$ cat src/grw_pkg.sv
// shared types, constants and helper functions of the grid random walk visit counter
`default_nettype none

package grw_pkg;

	// grid limits and widths
	localparam int MAX_X      = 64;
	localparam int MAX_Y      = 64;
	localparam int COUNT_W    = 32;
	localparam int X_W        = 6;
	localparam int Y_W        = 6;
	localparam int DIM_W      = 7;
	localparam int ADDR_W     = X_W + Y_W;
	localparam int DEPTH      = MAX_X * MAX_Y;
	localparam int AREA_W     = 2 * DIM_W;
	localparam int VISITED_W  = 13;
	localparam int CLR_W      = ADDR_W + 1;

	// register reset values
	localparam logic [DIM_W-1:0] RESET_GRID  = 7'd20;
	localparam logic [X_W-1:0]   RESET_START = 6'd10;

	// register indexes on the configuration channel
	localparam logic [1:0] CFG_GRID_WIDTH  = 2'd0;
	localparam logic [1:0] CFG_GRID_HEIGHT = 2'd1;
	localparam logic [1:0] CFG_START_X     = 2'd2;
	localparam logic [1:0] CFG_START_Y     = 2'd3;

	// move tables indexed by direction: 0 +y,1 +x+y,2 +x,3 +x-y,4 -y,5 -x-y,6 -x,7 -x+y
	localparam logic [7:0] DX_POS = 8'b0000_1110;
	localparam logic [7:0] DX_NEG = 8'b1110_0000;
	localparam logic [7:0] DY_POS = 8'b1000_0011;
	localparam logic [7:0] DY_NEG = 8'b0011_1000;

	typedef enum logic {
		OP_STEP = 1'b0,
		OP_READ = 1'b1
	} op_t;

	// one item on its way from the walker stage to the count stage
	typedef struct packed {
		logic               init;
		op_t                op;
		logic               in_grid;
		logic [X_W-1:0]     x;
		logic [Y_W-1:0]     y;
		logic [ADDR_W-1:0]  addr;
		logic [COUNT_W-1:0] total;
	} walk_pkt_t;

	// one result beat
	typedef struct packed {
		logic               all_visited;
		logic [COUNT_W-1:0] total_steps;
		logic [COUNT_W-1:0] cell_count;
		logic [Y_W-1:0]     pos_y;
		logic [X_W-1:0]     pos_x;
	} result_t;

	// register value to usable grid size
	function automatic logic [DIM_W-1:0] eff_size(input logic [DIM_W-1:0] v,
			input logic [DIM_W-1:0] max_v);
		logic [DIM_W-1:0] r;
		r = v;
		if (v == '0) begin
			r = DIM_W'(1);
		end else if (v > max_v) begin
			r = max_v;
		end
		return r;
	endfunction

	// keep a coordinate inside the grid
	function automatic logic [X_W-1:0] clamp_pos(input logic [X_W-1:0] p,
			input logic [DIM_W-1:0] lim);
		logic [DIM_W-1:0] lm1;
		lm1 = lim - DIM_W'(1);
		return ({1'b0, p} >= lim) ? lm1[X_W-1:0] : p;
	endfunction

	// one axis move, held at the grid edges
	function automatic logic [X_W-1:0] axis_move(input logic [X_W-1:0] p, input logic up,
			input logic down, input logic [DIM_W-1:0] lim);
		logic [DIM_W-1:0] nx;
		logic [X_W-1:0]   r;
		nx = {1'b0, p} + DIM_W'(1);
		r  = p;
		if (up && (nx < lim)) begin
			r = nx[X_W-1:0];
		end else if (down && (p != '0)) begin
			r = p - X_W'(1);
		end
		return r;
	endfunction

	// saturating increment of a count
	function automatic logic [COUNT_W-1:0] sat_inc(input logic [COUNT_W-1:0] v);
		return (v == '1) ? v : v + COUNT_W'(1);
	endfunction

endpackage

`default_nettype wire

$ cat src/grw_walk.sv
// walker stage: position update, clamping, step total and start load
`default_nettype none

module grw_walk import grw_pkg::*; (
	input  wire logic             clk,
	input  wire logic             arst_n,
	input  wire logic             accept,
	input  wire logic             init_go,
	input  wire op_t              op,
	input  wire logic [2:0]       direction,
	input  wire logic [X_W-1:0]   read_x,
	input  wire logic [Y_W-1:0]   read_y,
	input  wire logic [DIM_W-1:0] grid_w,
	input  wire logic [DIM_W-1:0] grid_h,
	input  wire logic [X_W-1:0]   start_x,
	input  wire logic [Y_W-1:0]   start_y,
	output logic                  started,
	output walk_pkt_t             pkt
);

	logic [X_W-1:0]     walker_x_q;
	logic [Y_W-1:0]     walker_y_q;
	logic               started_q;
	logic [COUNT_W-1:0] total_q;
	logic [X_W-1:0]     cur_x;
	logic [Y_W-1:0]     cur_y;
	logic [X_W-1:0]     st_x;
	logic [Y_W-1:0]     st_y;
	logic [X_W-1:0]     nx;
	logic [Y_W-1:0]     ny;

	assign started = started_q;

	// clamp the walker and the start cell into the current grid, then move on a step op
	always_comb begin
		st_x  = clamp_pos(start_x, grid_w);
		st_y  = clamp_pos(start_y, grid_h);
		cur_x = clamp_pos(walker_x_q, grid_w);
		cur_y = clamp_pos(walker_y_q, grid_h);
		nx    = cur_x;
		ny    = cur_y;
		if (op == OP_STEP) begin
			nx = axis_move(cur_x, DX_POS[direction], DX_NEG[direction], grid_w);
			ny = axis_move(cur_y, DY_POS[direction], DY_NEG[direction], grid_h);
		end
	end

	// packet for the count stage
	always_comb begin
		pkt.init    = init_go;
		pkt.op      = op;
		pkt.in_grid = ({1'b0, read_x} < grid_w) && ({1'b0, read_y} < grid_h);
		pkt.x       = nx;
		pkt.y       = ny;
		pkt.total   = (op == OP_STEP) ? sat_inc(total_q) : total_q;
		if (init_go) begin
			pkt.x     = st_x;
			pkt.y     = st_y;
			pkt.op    = OP_STEP;
			pkt.total = total_q;
		end
		if (!init_go && (op == OP_READ)) begin
			pkt.addr = {read_x, read_y};
		end else begin
			pkt.addr = {pkt.x, pkt.y};
		end
	end

	// walker registers
	always_ff @(posedge clk or negedge arst_n) begin
		if (!arst_n) begin
			walker_x_q <= '0;
			walker_y_q <= '0;
			started_q  <= 1'b0;
			total_q    <= COUNT_W'(1);
		end else if (init_go) begin
			walker_x_q <= st_x;
			walker_y_q <= st_y;
			started_q  <= 1'b1;
		end else if (accept) begin
			walker_x_q <= nx;
			walker_y_q <= ny;
			total_q    <= pkt.total;
		end
	end

endmodule

`default_nettype wire

$ cat config.mk
export PLATFORM = sky130hd
export DESIGN_NAME = grw_walk
export DESIGN_NICKNAME = d
export VERILOG_FILES = /design/src/grw_pkg.sv /design/src/grw_walk.sv
export SDC_FILE = /design/constraint.sdc
export NUM_CORES = 1
export LEC_CHECK = 0
export ABC_CLOCK_PERIOD_IN_PS = 9300
export BUFFER_PORTS_ARGS = -buffer_cell sky130_fd_sc_hd__clkbuf_2
export CORE_ASPECT_RATIO = 1.75
export CORE_MARGIN = 2
export CORE_UTILIZATION = 50
export DETAILED_ROUTE_END_ITERATION = 8
export MAX_ROUTING_LAYER = met4
export PLACE_DENSITY = 0.73
export SETUP_SLACK_MARGIN = 0.2
export SYNTH_ARGS = -nofsm -noshare
export SYNTH_HDL_FRONTEND = slang
export SYNTH_SLANG_ARGS = --single-unit
$ cat constraint.sdc
create_clock -name clk -period 9.3 [get_ports clk]
set_input_delay 2.79 -clock clk [delete_from_list [all_inputs] [get_ports clk]]
set_output_delay 2.79 -clock clk [all_outputs]
set_load 0.1 [all_outputs]
# Word level (Yosys, flattened, before mapping)
# Memories as Yosys holds them, arrays and structs flattened.
# Cells that the tools add are included.
dict set report totals {
  regBits 45
  romBits 32
  mem_count 4
  out_inout_bits 60
}
# name depth word_bits rd rd_clocked_by_memory_dff write_ports line
set memory_table {}
lappend memory_table {{(no name shown)} 8 1 1 0 0 grw_walk.sv:44} ;# ny = axis_move(cur_y, DY_POS[direction], DY_NEG[direction], grid_h);
lappend memory_table {{(no name shown)} 8 1 1 0 0 grw_walk.sv:44}
lappend memory_table {{(no name shown)} 8 1 1 0 0 grw_walk.sv:43} ;# nx = axis_move(cur_x, DX_POS[direction], DX_NEG[direction], grid_w);
lappend memory_table {{(no name shown)} 8 1 1 0 0 grw_walk.sv:43}
dict set report classes {
  muxes 24
  n_eq_ne 1
  bitwise_logic 1
  magnitude_cmp 9
  addsub 7
  reduce_logical 11
}
# cell n
set ops {}
lappend ops {{$mux 32} 3}
lappend ops {{$mux 6} 14}
lappend ops {{$add 32x1->32 const B} 1}
lappend ops {{$eq 32x32->1 const B} 1}
lappend ops {{$ge 6x7->1} 4}
lappend ops {{$mux 12} 2}
lappend ops {{$sub 6x1->6 const B} 4}
lappend ops {{$add 6x1->7 const B} 2}
lappend ops {{$lt 6x7->1} 2}
lappend ops {{$lt 7x7->1} 2}
lappend ops {{$reduce_bool 6->1} 2}
lappend ops {{$logic_and 1x1->1} 6}
lappend ops {{$mux 1} 5}
lappend ops {{$lt 3x4->1 const B} 1}
lappend ops {{$reduce_and 2->1} 1}
lappend ops {{$reduce_bool 2->1} 1}
lappend ops {{$logic_not 1->1} 1}
lappend ops {{$not 1->1} 1}

# Logic depth before layout (Yosys ltp)
# Gate-level depths: netlist (run 1).
dict set report logic_depth {
  depth_word 9
  ltp_mapped 20
}

# Least setup slack after synthesis (run 1)
# Ideal clock, no wire load.
dict set report synth_path {
  path_kind {input port to output port}
  start {in grid_h[2]}
  end {out pkt[49] in the netlist's numbering}
  required_time_ns 6.510
  n_path_buf 1
  cell_stages 14
  slack_ns -2.722
  arrival_time_ns 9.232
  cell_sequence {inv_1 > ha_1 > a21o_1 > a31oi_1 > o21ai_4 > clkbuf_1 > o21ai_1 > inv_1 > ha_1 > ha_1 > or3_1 > a221oi_1 > o21ai_1 > o311ai_0}
}
# element line
set synth_rtl {}
lappend synth_rtl {{start: declaration} grw_walk.sv:14} ;# input wire logic [DIM_W-1:0] grid_h,
lappend synth_rtl {{end: declaration} grw_walk.sv:18} ;# output walk_pkt_t pkt

==> results of run 1 <==
worst max-delay path: stages:
cell,delay (ns)
buf_8,0.08
clkinvlp_4,0.09
ha_4,0.25
a21o_1,0.18
a31oi_4,0.19
o21ai_4,0.14
mux2i_4,0.22
or3_4,0.41
xnor2_2,0.17
inv_2,0.07
ha_4,0.24
a21oi_4,0.16
o21ai_2,0.09
a221oi_4,0.31
buf_4,0.18
buf_6,0.08
o211ai_1,0.13
a31oi_1,0.28
xor2_1,0.11
buf_4,0.16
o21ai_4,0.14
buf_12,0.19
cell usage in the layout (no fill, tap or decap), drive strengths merged, types with 5 or more instances in the layout:
master | synthesis | routed
xnor2 | 61 | 61
or3 | 8 | 8
a21o | 13 | 13
nor3 | 25 | 25
mux2i | 16 | 16
and3 | 10 | 10
dfrtp | 44 | 44
nand2b | 11 | 11
inv | 27 | 26
ha | 51 | 51
a21oi | 36 | 36
nor4 | 8 | 8
o211ai | 13 | 13
a211oi | 7 | 7
nand3 | 31 | 31
or2 | 5 | 5
o21a | 7 | 7
mux2 | 7 | 7
clkbuf | 16 | 74
buf | 9 | 170
nand2 | 70 | 70
nand4 | 16 | 16
o21ai | 36 | 36
xor2 | 29 | 29
a31oi | 7 | 7
nor2 | 57 | 57
metal layers:
metal | up-vias | global-route usage [%] | part of all wire, %
met5 | - | - | 0
met4 | 0 | 21.8 | 7.0
met3 | 112 | 5.12 | 5.7
met2 | 319 | 59.1 | 52
met1 | 3053 | 37.6 | 35
li1 | 2863 | - | -
layout make-up:
cell class	instances	area, sq um
fillers	648	2000
clock buffers	6	139
repair buffers	238	2090
inverters	27	109
clock inverters	2	41.3
multi-input cells	576	4910
well taps	130	163
flip-flops and latches	45	1130
timing repair:
action	CTS	global route
hold buffers	0	0
setup buffers	27	15
pin swaps	39	39
hold endpoints to repair	0	0
endpoints found under the setup margin	24	24
resized for setup	61	51
per-stage QoR:
| step | hold slack, ns | area (sq um) | total power (W) | TNS, ns | utilization, % |
|---|---|---|---|---|---|
| finish | 0.469 | 8580 | 0.00152 | -0.808 | 81.1 |
| global placement | 0.452 | 7510 | 0.00107 | -0.441 | 71.0 |
| global route | 0.492 | 8580 | 0.00157 | -2.90 | 81.1 |
| CTS | 0.470 | 8180 | 0.00142 | 0 | 77.4 |
| floorplan | 0.474 | 5810 | 0.000809 | -3.17 | - |
| detailed placement | 0.454 | 7510 | 0.00109 | -1.59 | 71.0 |
registers in the layout, indices dropped and copies added, names as in the netlist:
name        cells
walker_x_q      6
walker_y_q      6
started         1
total_q        32
worst min-delay path by stage:
| stage | end | slack, ns |
|---|---|---|
| final | started | 0.47 |
| after global routing | started | 0.49 |
| after CTS | started | 0.47 |
| after detailed placement | started | 0.45 |
| after global placement | started | 0.45 |
| after floorplan | total_q[17] | 0.47 |
power groups by stage:
stage                     Combinational [W]  Clock (W)  Sequential [W]
final                               0.00104   0.000234        0.000249
after global routing                0.00108   0.000240        0.000251
after CTS                          0.000944   0.000234        0.000245
after detailed placement           0.000841          0        0.000248
after global placement             0.000826          0        0.000247
after floorplan                    0.000573          0        0.000236
cell families (layout without fill, tap and decap cells):
| group | after synthesis | count (layout) |
|---|---|---|
| buf+inv | 52 | 273 |
| compound gates | 153 | 153 |
| fa+ha+maj | 51 | 51 |
| xor+xnor | 90 | 90 |
| mux | 23 | 23 |
| simple gates | 259 | 259 |
| flops | 45 | 45 |
==> results.yml, run 1 <==
power_and_ir_drop:
  power.leakage_nw: 3.85
  combinationalPowerShare_pct: 68.2
  switching_share_pct: 48.0
  p_seq_share_pct: 16.4
  clkPwrFrac_pct: 15.4
  ir_drop_mv: 0.215
  switchingPower_w: 0.000730
  p_per_area_mw_per_mm2: 177
  p_int_w: 0.000789
placed_design:
  dp_cells: 974
  gp_congestion: 0.999
  portBuffers: 105
  pre_cts_slack_ns: -0.170
  hpwl_um: 14500
global_route:
  grt_first_pass_wirelength_um: 30700
  grt_max_degree: 46
  grt.total_usage_pct: 35.2
  grt_antenna_before_repair: 0
  gr-total-overflow: 0
  grt_pass1_vias: 6218
yosys:
  synth_edf_count: 0
  synth_xor_xnor_area_share_pct: 14.9
  yosys_most_used_dff: "dfrtp_1"
  synthSimpleGateAreaFrac_pct: 24.1
  synth_top_family_by_area: "simple AND/OR/NAND/NOR gates"
  synthTopCellsByCount: "nand2_1, xnor2_1, nor2_1"
  syn_nets: 770
  syn_area_sq_mm: 0.00535
  yosysTopAreaCell: "dfrtp_1"
  synth_fa_ha_area_share_pct: 11.9
  synth.distinct_cells: 69
  yosysMostFrequentCell: "nand2_1"
  yosys-top-cells-area: "dfrtp_1, ha_1, xnor2_1"
  muxShareOfSynthArea_pct: 4.53
  yosys_warnings: 0
  synth_compound_area_share_pct: 19.5
  ys_ff_latch: 45
  syn_avg_cell_area_sq_um: 7.96
  synthArstFlopShare_pct: 100
  syn_inst: 673
  synth_top_area_share_pct: 20.6
  ys_seq_area_share_pct: 21.1
timing:
  worst_clock_skew_ns: 0.0147
  hold_viol_final: 0
  slew_violations: 0
  rsz0062_at_grt: "true"
  finalSetupViolCount: 12
  tightest_slew_ns: 0.979
  fmax_ghz: 0.106
  finalCritPeriodShare_pct: 102
  relSlewSlack_pct: 34.7
  min_period_ns: 9.45
  layout_setup_ws_ns: -0.154
outcome:
  status: "finished with violations"
  violations: "setup timing"
drt:
  firstDrtPassIters: 5
  drtIter0Drc: 387
  post_drt_wl_per_cell_um: 20.2
  vias_per_cell: 6.20
  vias: 6347
  ant_nets: 0
  wl_um: 20700
  drc: 0
clock_network:
  h-tree-depth: 2
  cts_buffer_depth: 2
  cts_root_buffer: "clkbuf_16"
  cts_tree: "built"
  clk_latency_ns: 0.30
  clock-sinks: 45
  cts.clk_slew.worst_paths_ns: 0.07
  numCtsBuffers: 5
die:
  ios: 106
  core-area_sq_mm: 0.0106
  die_w_um: 82.2
  die_y_um: 141
  rows: 50
  fp.dieArea_sq_mm: 0.0116
  start_util_pct: 50.6
critical_path:
  worst-setup-path-type: "input port to primary output"
  critical_path_required_ns: 6.51
  end_kind: "primary output"
  cp-endpoint: "pkt[46]"
  rr_worst_depth: 24
  cp_max_fo: 5
  rr_endpoint: "walker_y_q[1]"
  r2r_start: "walker_y_q[0]"
  crit_start: "grid_h[2]"
  worstPathArrival_ns: 6.66
  critPathLaunchType: "input port"
  reg2reg_setup_slack_ns: 4.46
final_layout:
  antenna_cells: 0
  syn_to_final_growth_pct: 60.2
  layout-drive-gt1-share_pct: 42.6
  final_cells: 1024
  final_nets: 990
min_path:
  hold_depth: 1
  hold_path.startpoint: "started"
  hold_path.class: "flip-flop to flip-flop"
job:
  maxCapViolCount: 0
Note: power is estimated with default switching activity, not from simulation.
==> run 2: changes to the inputs <==
--- a/config.mk
+++ b/config.mk
@@ -13,7 +13,7 @@
 export DETAILED_ROUTE_END_ITERATION = 8
 export MAX_ROUTING_LAYER = met4
 export PLACE_DENSITY = 0.73
-export SETUP_SLACK_MARGIN = 0.2
+export SETUP_SLACK_MARGIN = 0.1
 export SYNTH_ARGS = -nofsm -noshare
 export SYNTH_HDL_FRONTEND = slang
 export SYNTH_SLANG_ARGS = --single-unit
==> results.yml, run 2 (synthesis gave the netlist of run 1 again) <==
drt:
  vias: 6177
  ant_nets: 0
  drc: 0
  drt-met1-wl_um: 6920
  wl_met3_um: 1010
  post_drt_wl_per_cell_um: 19.4
  firstDrtPassIters: 5
  wl_um: 19500
  dr_wl_met2_um: 10100
  routed.top_layer: "met4"
  vias_per_cell: 6.16
  drtIter0Drc: 346
die:
  rows: 50
  die_y_um: 141
  core-area_sq_mm: 0.0106
  ios: 106
  fp.dieArea_sq_mm: 0.0116
  start_util_pct: 50.6
  die_w_um: 82.2
placed_design:
  hpwl_um: 14300
  portBuffers: 105
  dp_cells: 963
  gp_congestion: 1.01
final_layout:
  antenna_cells: 0
  largest-register: "total_q"
  layout-drive-gt1-share_pct: 40.0
  syn_to_final_growth_pct: 53.3
  final_cells: 1003
  largest_register_ffs: 32
  layout_commonest_cell: "buf_4"
  reg_top3: "total_q: 32 flops, walker_x_q: 6 flops, walker_y_q: 6 flops"
  layout_common_cells: "buf_4, clkbuf_2, nand2_1, xnor2_1, nor2_1"
  final_nets: 969
timing:
  finalSetupViolCount: 8
  finalCritPeriodShare_pct: 101
  tightest_slew_ns: 1.16
  worst_clock_skew_ns: 0.00739
  relSlewSlack_pct: 22.5
  min_period_ns: 9.39
  slew_violations: 0
  rsz0062_at_grt: "true"
  hold_viol_final: 0
  setup_tns_ns: -0.567
  fmax_ghz: 0.107
  layout_setup_ws_ns: -0.0890
critical_path:
  critical_path_required_ns: 6.51
  end_kind: "primary output"
  crit_path_max_incr_delay_ns: 0.42
  crit_chain: "buf_8 -> clkinvlp_4 -> ha_4 -> a21o_1 -> a31oi_4 -> o21ai_4 -> mux2i_4 -> or3_4 -> xnor2_2 -> inv_1 -> ha_4 -> nand2_2 -> or3_4 -> o21ai_4 -> buf_6 -> o21ai_2 -> a211o_1 -> o311ai_2 -> clkbuf_16"
  cp_slowest_cell: "or3_4"
  worstPathArrival_ns: 6.60
  cp_max_fo: 8
  reg2reg_setup_slack_ns: 4.63
  critPathLaunchType: "input port"
  worst-setup-path-type: "input port to primary output"
clock_network:
  clock-sinks: 45
  cts_tree: "built"
  cts_buffer_depth: 2
  h-tree-depth: 2
  numCtsBuffers: 5
  cts_root_buffer: "clkbuf_16"
  clk_latency_ns: 0.29
  cts.clk_slew.worst_paths_ns: 0.07
power_and_ir_drop:
  p_int_w: 0.000738
  p_seq_share_pct: 17.4
  switching_share_pct: 48.1
  combinationalPowerShare_pct: 67.4
  p_per_area_mw_per_mm2: 173
  power.leakage_nw: 3.72
  switchingPower_w: 0.000683
  clkPwrFrac_pct: 15.2
  ir_drop_mv: 0.146
  p_total_w: 0.00142
global_route:
  grt.total_usage_pct: 33.9
  grt_antenna_before_repair: 0
  gr-total-overflow: 0
  grt_max_degree: 46
  grt_first_pass_wirelength_um: 29700
  grt_pass1_vias: 6155
min_path:
  hold_path.class: "flip-flop to flip-flop"
outcome:
  violations: "setup timing"
  status: "finished with violations"
job:
  maxCapViolCount: 0
[run 2: changes by cell type in the layout (fill, tap and decap cells not counted), sizes merged]
cell and change:
buf -21
[run 2: per-layer routing]
metal | up-vias | GRT usage [%]
met2 | 280 | 56.4
met4 | 0 | 22.6
met3 | 112 | 4.29
met5 | - | -
li1 | 2827 | -
met1 | 2958 | 36.4
[run 2: power by group through the flow]
stage / sequential, W / combinational, W / clock, W
after floorplan: 0.000236 / 0.000569 / 0
after global placement: 0.000247 / 0.000811 / 0
after detailed placement: 0.000247 / 0.000824 / 0
after CTS: 0.000244 / 0.000898 / 0.000215
after global routing: 0.000250 / 0.00101 / 0.000221
final: 0.000248 / 0.000957 / 0.000216
[run 2: critical path, delay by kind of cell]
kind                     cells  cell delay, ns
adder cells (fa/ha/maj)      2            0.50
AND/OR/NAND/NOR              3            0.85
multiplexers                 1            0.21
AO/OA/AOI/OAI                7            1.36
buffers and inverters        5            0.70
XOR/XNOR                     1            0.17
[run 2: final timing paths]
path / start / to / depth (start not counted)
hold / removal: started / started / 1
setup / recovery: grid_h[2] / pkt[49] / 19
setup reg to reg: walker_y_q[0] / walker_y_q[1] / 20
max in group asynchronous: arst_n / started / 2
min in group asynchronous: arst_n / total_q[26] / 2
hold reg to reg: started / started / 1
[run 2: layout make-up]
type	count	area, sq um
inverters	27	109
well taps	130	163
clock inverters	2	38.8
repair buffers	217	1880
fillers	730	2370
flip-flops and latches	45	1130
multi-input cells	576	4760
clock buffers	6	129
[run 2: what timing repair did]
item | 4_1_cts | 5_1_grt
resized for setup | 43 | 38
setup buffers | 19 | 13
pin swaps | 38 | 44
setup endpoints to repair | 24 | 24
hold buffers | 0 | 0
cloned | 0 | 0
[run 2: stage by stage]
stage	utilization, %	worst slack (ns)	instance area (sq um)	hold WS [ns]
3_3_place_gp	70.0	-0.0951	7400	0.454
2_1_floorplan	-	-0.982	5790	0.474
3_5_place_dp	70.0	-0.221	7400	0.469
4_1_cts	74.8	-0.0546	7910	0.488
5_1_grt	77.6	-0.240	8210	0.517
6_report	77.6	-0.0890	8210	0.501
